<file path="src/rtl/ipv4lpm_pkg.sv">
`default_nettype none

package ipv4lpm_pkg;

    localparam int ADDR_W = 32;
    localparam int LEN_W  = 6;
    localparam int PORT_W = 3;
    localparam int TTL_W  = 8;

    localparam logic [LEN_W-1:0] MAX_LEN = 6'd32;

    localparam logic CMD_ADD   = 1'b0;
    localparam logic CMD_ROUTE = 1'b1;

    typedef enum logic [2:0] {
        STAT_ADDED     = 3'd0,
        STAT_FORWARDED = 3'd1,
        STAT_DROP_TTL  = 3'd2,
        STAT_NO_ROUTE  = 3'd3,
        STAT_FULL      = 3'd4
    } t_status;

    typedef enum logic [1:0] {
        CS_IDLE,
        CS_SEARCH,
        CS_HOLD
    } t_ctl_state;

    // one stored route
    typedef struct packed {
        logic [ADDR_W-1:0] prefix;
        logic [LEN_W-1:0]  len;
        logic [ADDR_W-1:0] gateway;
        logic              direct;
        logic [PORT_W-1:0] port;
    } t_entry;

    // search token walking down the cell chain, carries the best match so far
    typedef struct packed {
        logic              valid;
        logic [ADDR_W-1:0] dest;
        logic              found;
        logic [LEN_W-1:0]  len;
        logic [PORT_W-1:0] port;
        logic [ADDR_W-1:0] hop;
    } t_token;

    // top len bits set, len of 32 or more gives all ones
    function automatic logic [ADDR_W-1:0] prefix_mask(input logic [LEN_W-1:0] len);
        return ~({ADDR_W{1'b1}} >> len);
    endfunction

endpackage

`default_nettype wire

</file>
<file path="src/rtl/ipv4lpm_cell.sv">
`default_nettype none

module ipv4lpm_cell (
    input  logic                i_clk,
    input  logic                i_rst_n,
    input  logic                i_active,
    input  logic                i_wr_en,
    input  ipv4lpm_pkg::t_entry i_wr_entry,
    input  ipv4lpm_pkg::t_token i_tok,
    output ipv4lpm_pkg::t_token o_tok
);
    import ipv4lpm_pkg::*;

    t_entry r_entry;
    t_token r_tok;
    t_token n_tok;
    logic   hit;
    logic   take;

    always_comb begin
        hit  = i_active
            && (((i_tok.dest ^ r_entry.prefix) & prefix_mask(r_entry.len)) == '0);
        // strictly longer only, so the earliest entry keeps a tie
        take = hit && (!i_tok.found || (r_entry.len > i_tok.len));
        n_tok = i_tok;
        if (take) begin
            n_tok.found = 1'b1;
            n_tok.len   = r_entry.len;
            n_tok.port  = r_entry.port;
            n_tok.hop   = r_entry.direct ? i_tok.dest : r_entry.gateway;
        end
    end

    always_ff @(posedge i_clk) begin
        if (i_wr_en) begin
            r_entry <= i_wr_entry;
        end
    end

    always_ff @(posedge i_clk) begin
        if (!i_rst_n) begin
            r_tok.valid <= 1'b0;
        end else begin
            r_tok.valid <= n_tok.valid;
        end
        r_tok.dest  <= n_tok.dest;
        r_tok.found <= n_tok.found;
        r_tok.len   <= n_tok.len;
        r_tok.port  <= n_tok.port;
        r_tok.hop   <= n_tok.hop;
    end

    assign o_tok = r_tok;

endmodule

`default_nettype wire

</file>
<file path="config.mk">
export PLATFORM = sky130hd
export DESIGN_NAME = ipv4lpm_cell
export DESIGN_NICKNAME = d
export VERILOG_FILES = /design/src/rtl/ipv4lpm_pkg.sv /design/src/rtl/ipv4lpm_cell.sv
export SDC_FILE = /design/constraint.sdc
export NUM_CORES = 1
export LEC_CHECK = 0
export BUFFER_PORTS_ARGS = -buffer_cell sky130_fd_sc_hd__buf_2
export CAP_MARGIN = 20
export CELL_PAD_IN_SITES_DETAIL_PLACEMENT = 1
export CELL_PAD_IN_SITES_GLOBAL_PLACEMENT = 1
export CORE_AREA = 8 8 138 140
export CTS_CLUSTER_SIZE = 24
export DETAILED_ROUTE_END_ITERATION = 7
export DIE_AREA = 0 0 146 148
export PLACE_DENSITY = 0.75
export REMOVE_ABC_BUFFERS = 1
export SYNTH_ARGS = -nofsm -noshare
export SYNTH_HDL_FRONTEND = slang
export SYNTH_SLANG_ARGS = --single-unit
</file>
<file path="constraint.sdc">
create_clock -name i_clk -period 2.5 [get_ports i_clk]
set_clock_uncertainty 0.2 [all_clocks]
set_input_delay 0.5 -clock i_clk [delete_from_list [all_inputs] [get_ports i_clk]]
set_output_delay 0.5 -clock i_clk [all_outputs]
set_load 0.02 [all_outputs]
</file>
Yosys cells after proc, flatten, opt, wreduce, memory -nomap -nowiden
Index checks and enable logic that the tools add are counted.
- word-level logic and storage cells: 23
- register bits: 149
- shifts and indexed selects: 1
- reductions and logical operators: 5
- bitwise operators: 3
- $lt $le $gt $ge: 1
- multiplexer cells: 2
- operator list (operator ; number):
    $mux 41 ; 1
    $and 32x32->32 ; 1
    $logic_not 32->1 ; 1
    $mux 32 ; 1
    $not 32->32 ; 1
    $shr 32x6->32 const A ; 1
    $xor 32x32->32 ; 1
    $gt 6x6->1 ; 1
    $logic_and 1x1->1 ; 2
    $logic_not 1->1 ; 1
    $logic_or 1x1->1 ; 1

Longest topological paths before layout
Gate-level depths: netlist (run 1).
- depth in word-level cells: 7
- depth in mapped cells: 9

Worst setup path before layout (run 1)
OpenSTA, ideal clock, no wires.
- kind: register to register
- start point: register r_entry[41] in the netlist's numbering
- end point: register r_tok (netlist bit o_tok[10])
- data arrival time: 2.333 ns
- library setup time: 0.121 ns
- cell stages (with the launch flop): 10
- buffers on the path: 2
- slack: -0.154 ns
- cell sequence: edfxtp_1 -> buf_6 -> nor3_4 -> o21ai_1 -> a2111oi_0 -> o2111ai_1 -> a2111oi_4 -> o211ai_4 -> buf_6 -> mux2_4
- RTL lines (element ; line ; RTL):
    start: declaration ; ipv4lpm_cell.sv:14 ; t_entry r_entry;
    start signal: assignment ; ipv4lpm_cell.sv:36 ; r_entry <= i_wr_entry;
    end: declaration ; ipv4lpm_cell.sv:15 ; t_token r_tok;

==> results of run 1 <==
per-stage QoR:
stage | setup WS (ns) | area (um^2) | setup TNS (ns) | hold WS, ns
floorplan | -0.613 | 5550 | -23.66 | 0.253
global placement | -0.435 | 7400 | -16.74 | 0.271
detailed placement | -0.586 | 7400 | -21.98 | 0.267
CTS | -0.449 | 8100 | -16.44 | 0.000599
global route | -0.547 | 8150 | -20.46 | 0.00510
finish | -0.465 | 8150 | -17.04 | 0.0184
cell usage in the layout (no fill, tap or decap), types with 2 or more instances in the layout:
| cell | netlist | final |
|---|---|---|
| dfxtp_1 | 75 | 75 |
| nor3_1 | 2 | 2 |
| edfxtp_1 | 74 | 74 |
| dlygate4sd3_1 | 0 | 3 |
| mux2_2 | 32 | 32 |
| bufinv_16 | 0 | 5 |
| inv_1 | 10 | 10 |
| nand2_1 | 5 | 5 |
| nor2_1 | 5 | 4 |
| o21ai_0 | 9 | 9 |
| o22ai_1 | 4 | 4 |
| xnor2_1 | 28 | 28 |
| mux2i_1 | 3 | 3 |
| buf_4 | 0 | 58 |
| buf_12 | 0 | 3 |
| nand3_1 | 4 | 3 |
| o21ai_1 | 4 | 4 |
| clkbuf_16 | 0 | 17 |
| clkinvlp_4 | 0 | 2 |
| o211ai_1 | 3 | 3 |
| xor2_1 | 3 | 3 |
| clkinv_4 | 0 | 3 |
| a31oi_1 | 2 | 2 |
| o2111ai_1 | 3 | 3 |
| buf_2 | 1 | 226 |
| a21oi_1 | 14 | 13 |
| nand4_1 | 4 | 4 |
| mux2_4 | 37 | 37 |
| clkinv_2 | 0 | 3 |
| clkbuf_1 | 8 | 2 |
| ha_1 | 6 | 6 |
timing repair:
| action | in CTS | in global routing |
|---|---|---|
| pin swaps | 4 | 1 |
| endpoints found under the hold margin | 1 | 2 |
| hold buffers | 1 | 2 |
| buffers inserted | 6 | 2 |
| setup endpoints to repair | 41 | 41 |
| gates resized for setup | 3 | 3 |
sequential cells by signal (all words and copies together), names as in the netlist:
name	cells
o_tok	75
r_entry	74
critical path, cell delays in order (launching register included):
cell and delay [ns]:
edfxtp_1 0.42, buf_4 0.18, inv_1 0.11, buf_4 0.13, o21ai_0 0.10, nor4_1 0.34, nand4_1 0.25, a2111oi_4 0.40
o211ai_4 0.16, buf_12 0.20, mux2_1 0.34
layer usage:
metal  routed length (um)  track usage  vias to the layer above
li1                     -            -                     1913
met1                 6860        0.171                     1985
met2                 9150        0.293                      155
met3                 1240       0.0666                       28
met4                  269       0.0510                        6
met5                   39            0                        -
final timing paths:
check                                            from           endpoint  slack [ns]  cells after the start
worst min-delay path                        i_tok[59]  o_tok[59]$_DFF_P_        0.02                      1
worst max register to register  r_entry[41]$_DFFE_PP_   o_tok[0]$_DFF_P_       -0.47                     10
worst min register to register   r_entry[1]$_DFFE_PP_  o_tok[33]$_DFF_P_        0.28                      1
worst max-delay path            r_entry[41]$_DFFE_PP_   o_tok[0]$_DFF_P_       -0.47                     10
cell type report:
| cell class | count | share of cell area |
|---|---|---|
| Clock buffer | 19 | 0.0531 |
| Clock inverter | 13 | 0.0253 |
| Inverter | 11 | 0.00507 |
| Multi-Input combinational cell | 186 | 0.222 |
| Sequential cell | 149 | 0.457 |
| Tap cell | 225 | 0.0345 |
| Timing Repair Buffer | 290 | 0.203 |
logic make-up (layout without fill, tap and decap cells):
family                   after synthesis  count (layout)
AND/OR/NAND/NOR                       26              26
multiplexers                          73              73
flip-flops                           149             149
XOR/XNOR                              31              31
adder cells (fa/ha/maj)                7               7
AO/OA/AOI/OAI                         49              49
buffers and inverters                 25             333
where the power goes:
group	switching (W)	total [W]	internal (W)
Clock	0.00102	0.00279	0.00177
Sequential	0.0000546	0.00279	0.00274
Combinational	0.000404	0.000803	0.000399
Total	0.00148	0.00639	0.00490
==> qor.yml, run 1 <==
synthMuxAreaShare: 0.170
endpoint_kind: "flip-flop"
portBuffers: 227
power.density_nw_per_um2: 783
grt_pass1_vias: 4876
synth_edf_count: 74
start_kind: "flip-flop"
yosysSeqAreaShare: 0.660
tightest_slew_ns: 0.333
die_height_um: 148
totalWireLength_um: 17600
synth_xor_xnor_area_share: 0.0481
drv_cap: 0
post-layout-total-power_w: 0.00639
multi_input_area_um2: 1810
grt_pass1_wl_um: 27000
fp.coreArea_um2: 16900
hold_class: "input port to flip-flop"
yosys-top-cells-area: "edfxtp_1 (39%), dfxtp_1 (27%), mux2_4 (9.8%)"
dieArea_um2: 21600
drtAntennaViolNets: 0
tritoncts: "done"
cp_max_fo: 18
numCtsBuffers: 17
synth_top_area_cell: "edfxtp_1"
place.gp.congestion: 0.794
h-tree-depth: 4
fillers: 1816
slew_violations: 0
seq_area_um2: 3720
insertion_delay_ns: 0.42
ys_warn_count: 0
synthSimpleGateAreaFrac: 0.0248
vias_per_cell: 4.58
p_leak_nw: 3.69
async_reset_ff_frac: 0
grt_usage: 0.163
synth_top_family_by_area: "multiplexers"
cts-root-buf: "clkbuf_16"
io_pins: 228
ir_worst_vdd_mv: 0.488
clock.fmax_mhz: 337
finalNetCount: 814
grt_overflow: 0
drc: 0
antenna_found_initial: 3
drt_first_pass_iters: 4
violations: "setup timing"
synth_cells: 360
dr.first_iter.drc_count: 124
avgRoutedWirePerCell_um: 19.7
clk_pin_slew_ns: 0.06
cts_buffer_depth: 2
worstPathArrival_ns: 3.07
placed_cells: 850
antenna_cells: 0
dr_total_vias: 4087
setup_ws_ns: -0.465
period_share: 1.19
fin_crit_ns: 2.97
rsz0062_at_grt: "true"
yosysMostFrequentCell: "dfxtp_1"
drive_gt1_frac: 0.593
cts_sinks: 149
grt_max_degree: 40
status: "finished with violations"
synth-compound-area-share: 0.0590
post-route-util: 0.481
slew-limit-headroom: 0.776
finalNonFillerCells: 893
syn_area_um2: 5640
syn_avg_cell_area_um2: 15.7
synth_adder_area_share: 0.0151
syn_to_final_growth_pct: 44.5
synth_seq_cells: 149
setup_violations: 41
die_w_um: 146
synth-main-ff-cell: "dfxtp_1"
synth_common_cells: "dfxtp_1 (75), edfxtp_1 (74), mux2_4 (37)"
critPathKind: "flip-flop to flip-flop"
final-hold-violation-count: 0
yosys.area.top_type_share: 0.394
start_util: 0.333
dpl.hpwl_um: 13700
num_rows: 48
required_ns: 2.60
yosysUniqueCellTypes: 42
(Power assumes the default switching activity.)
==> run 2: changes to the inputs <==
- clock period: 2.5 -> 2.55 ns (I/O delays scaled with it)
==> run 2 against run 1 <==
Compared with the run above:
- the flow still finishes with violations (setup timing)
- worst setup slack better by 0.051 ns
- combinational power down 4.5%
- clock power down 5%
- clock-buffer cell count increased by 1
- fmax hardly changed
- die area unchanged
- largest power group unchanged
- highest routed layer unchanged
- via count down 1.7%
- critical path depth is 2 lower
==> qor.yml, run 2 (synthesis results as in run 1) <==
final-hold-violation-count: 0  # unchanged
pwr-share-clk: 0.430  # -0.007
slew_violations: 0  # unchanged
antenna_found_initial: 3  # unchanged
slew-limit-headroom: 0.749  # -0.0274
dieArea_um2: 21600  # unchanged
hold_class: "input port to flip-flop"
fp.coreArea_um2: 16900  # unchanged
avgRoutedWirePerCell_um: 19.5  # -0.88%
fillers: 1817  # +0.055%
setup_violations: 41  # unchanged
post-route-util: 0.477  # -0.00428
grt_max_degree: 40  # unchanged
ir_worst_vdd_mv: 0.447  # -8.4%
cts_buffer_depth: 2  # unchanged
placed_cells: 847  # -0.35%
num_rows: 48  # unchanged
tritoncts: "done"
portBuffers: 227  # unchanged
start_kind: "flip-flop"
rrSetupSlack_ns: -0.41  # +0.05 ns
die_height_um: 148  # unchanged
r2r-start: "r_entry[40]$_DFFE_PP_"
grtUsageMet1: 0.165  # -0.00604
numCtsBuffers: 17  # unchanged
hold_buffers: 0  # -1
grt_pass1_wl_um: 26600  # -1.3%
required_ns: 2.65  # +0.05 ns
worstPathArrival_ns: 3.06  # about the same
tightest_slew_ns: 0.374  # +0.0413 ns
layout_commonest_cell: "buf_2"
period_share: 1.16  # -0.0236
p_leak_nw: 3.66  # -0.71%
pwr-share-seq: 0.445  # +0.008
vias_per_cell: 4.55  # -0.69%
start_util: 0.333  # unchanged
p_sw_w: 0.00143  # -3.8%
rsz0062_at_grt: "true"
pre_cts_slack_ns: -0.542  # +0.0438 ns
io_pins: 228  # unchanged
switching_share: 0.232  # about the same
comb_power_share: 0.125  # about the same
totalWireLength_um: 17200  # -1.9%
finalNetCount: 805  # -1.1%
clk_pin_slew_ns: 0.06  # about the same
power.density_nw_per_um2: 762  # -2.8%
largest_reg_flops: 75  # unchanged
drtAntennaViolNets: 0  # unchanged
setup_ws_ns: -0.414  # +0.0508 ns
die_w_um: 146  # unchanged
grt_overflow: 0  # unchanged
post-layout-total-power_w: 0.00615  # -3.7%
insertion_delay_ns: 0.42  # about the same
drt_first_pass_iters: 4  # unchanged
endpoint_kind: "flip-flop"
cp_max_fo: 16  # -2
fin_crit_ns: 2.96  # -0.000796 ns
grt_usage: 0.162  # -0.00125
top_usage_layer: "met2"
violations: "setup timing"
mostFrequentLayoutCells: "buf_2 (226), dfxtp_1 (75), edfxtp_1 (74)"
syn_to_final_growth_pct: 43.2
critPathKind: "flip-flop to flip-flop"
status: "finished with violations"
crit_start: "r_entry[40]$_DFFE_PP_"
antenna_cells: 0  # unchanged
grt_pass1_vias: 4774  # -2.1%
drv_cap: 0  # unchanged
worst-r2r-cell-count: 8  # -2
globalRouteMet2Util: 0.292  # -0.00140
cts_sinks: 149  # unchanged
finalNonFillerCells: 884  # -1.0%
crit_path_end: "o_tok[20]$_DFF_P_"
cts-root-buf: "clkbuf_16"
rr_endpoint: "o_tok[20]$_DFF_P_"
drc: 0  # unchanged
clock.fmax_mhz: 337  # about the same
dpl.hpwl_um: 13700  # about the same
met3_usage: 0.0645  # -0.00214
tns_ns: -15.53  # +1.51 ns
place.gp.congestion: 0.822  # +3.6%
dr.first_iter.drc_count: 106  # -15%
h-tree-depth: 4  # unchanged
drive_gt1_frac: 0.592  # -0.00101
power.internal_w: 0.00473  # -3.6%
dr_total_vias: 4018  # -1.7%
-- run 2: cell count changes in the layout (fill, tap and decap cells not counted), sizes merged --
cell	delta
buf	-6
dlygate4sd3	-3
bufinv	-1
clkbuf	+1
-- run 2: power by group through the flow --
stage               Combinational [W]  Clock, W  Sequential, W
floorplan                    0.000246         0        0.00289
global placement             0.000733         0        0.00278
detailed placement           0.000757         0        0.00279
CTS                          0.000771   0.00272        0.00274
global route                 0.000831   0.00282        0.00275
finish                       0.000767   0.00265        0.00274
-- run 2: per-layer routing --
layer  vias up  wire length [um]
met5         -                34
met4         6               304
met3        27              1270
met2       159              9020
met1      1931              6590
li1       1895                 -
-- run 2: worst min-delay path by stage --
| stage | from | endpoint | slack [ns] | cells past startpoint |
|---|---|---|---|---|
| after floorplan | r_entry[0]$_DFFE_PP_ | o_tok[32]$_DFF_P_ | 0.25 | 1 |
| after global placement | r_entry[0]$_DFFE_PP_ | o_tok[32]$_DFF_P_ | 0.27 | 1 |
| after detailed placement | r_entry[0]$_DFFE_PP_ | o_tok[32]$_DFF_P_ | 0.26 | 1 |
| after CTS | i_tok[72] | o_tok[72]$_DFF_P_ | 0.002 | 1 |
| after global routing | i_tok[63] | o_tok[63]$_DFF_P_ | 0.01 | 1 |
| final | i_tok[72] | o_tok[72]$_DFF_P_ | 0.03 | 1 |
-- run 2: worst max-delay path: stages (launching register included) --
cell,delay [ns]
edfxtp_1,0.48
nor3_4,0.34
o21ai_1,0.18
a2111oi_2,0.39
o2111ai_2,0.17
a2111oi_4,0.38
o211ai_4,0.18
buf_12,0.20
mux2_4,0.31
-- run 2: stage by stage --
| step | area [um^2] | hold WS, ns |
|---|---|---|
| after global placement | 7380 | 0.268 |
| after CTS | 8060 | 0.00170 |
| final | 8080 | 0.0282 |
| after detailed placement | 7380 | 0.263 |
| after floorplan | 5550 | 0.253 |
| after global routing | 8080 | 0.0115 |
-- run 2: area by class of cell --
cell class	count	area (um^2)	share of cell area
well taps	225	282	0.0348
inverters	11	41.3	0.00511
clock buffers	20	447	0.0553
repair buffers	281	1590	0.197
clock inverters	12	179	0.0221
flip-flops and latches	149	3720	0.461
multi-input cells	186	1820	0.225
-- run 2: timing repair --
action                     4_1_cts  5_1_grt
setup endpoints to repair       41       41
pin swaps                        3        4
setup buffers                    4        1
resized for setup                6        3
cloned                           0        0
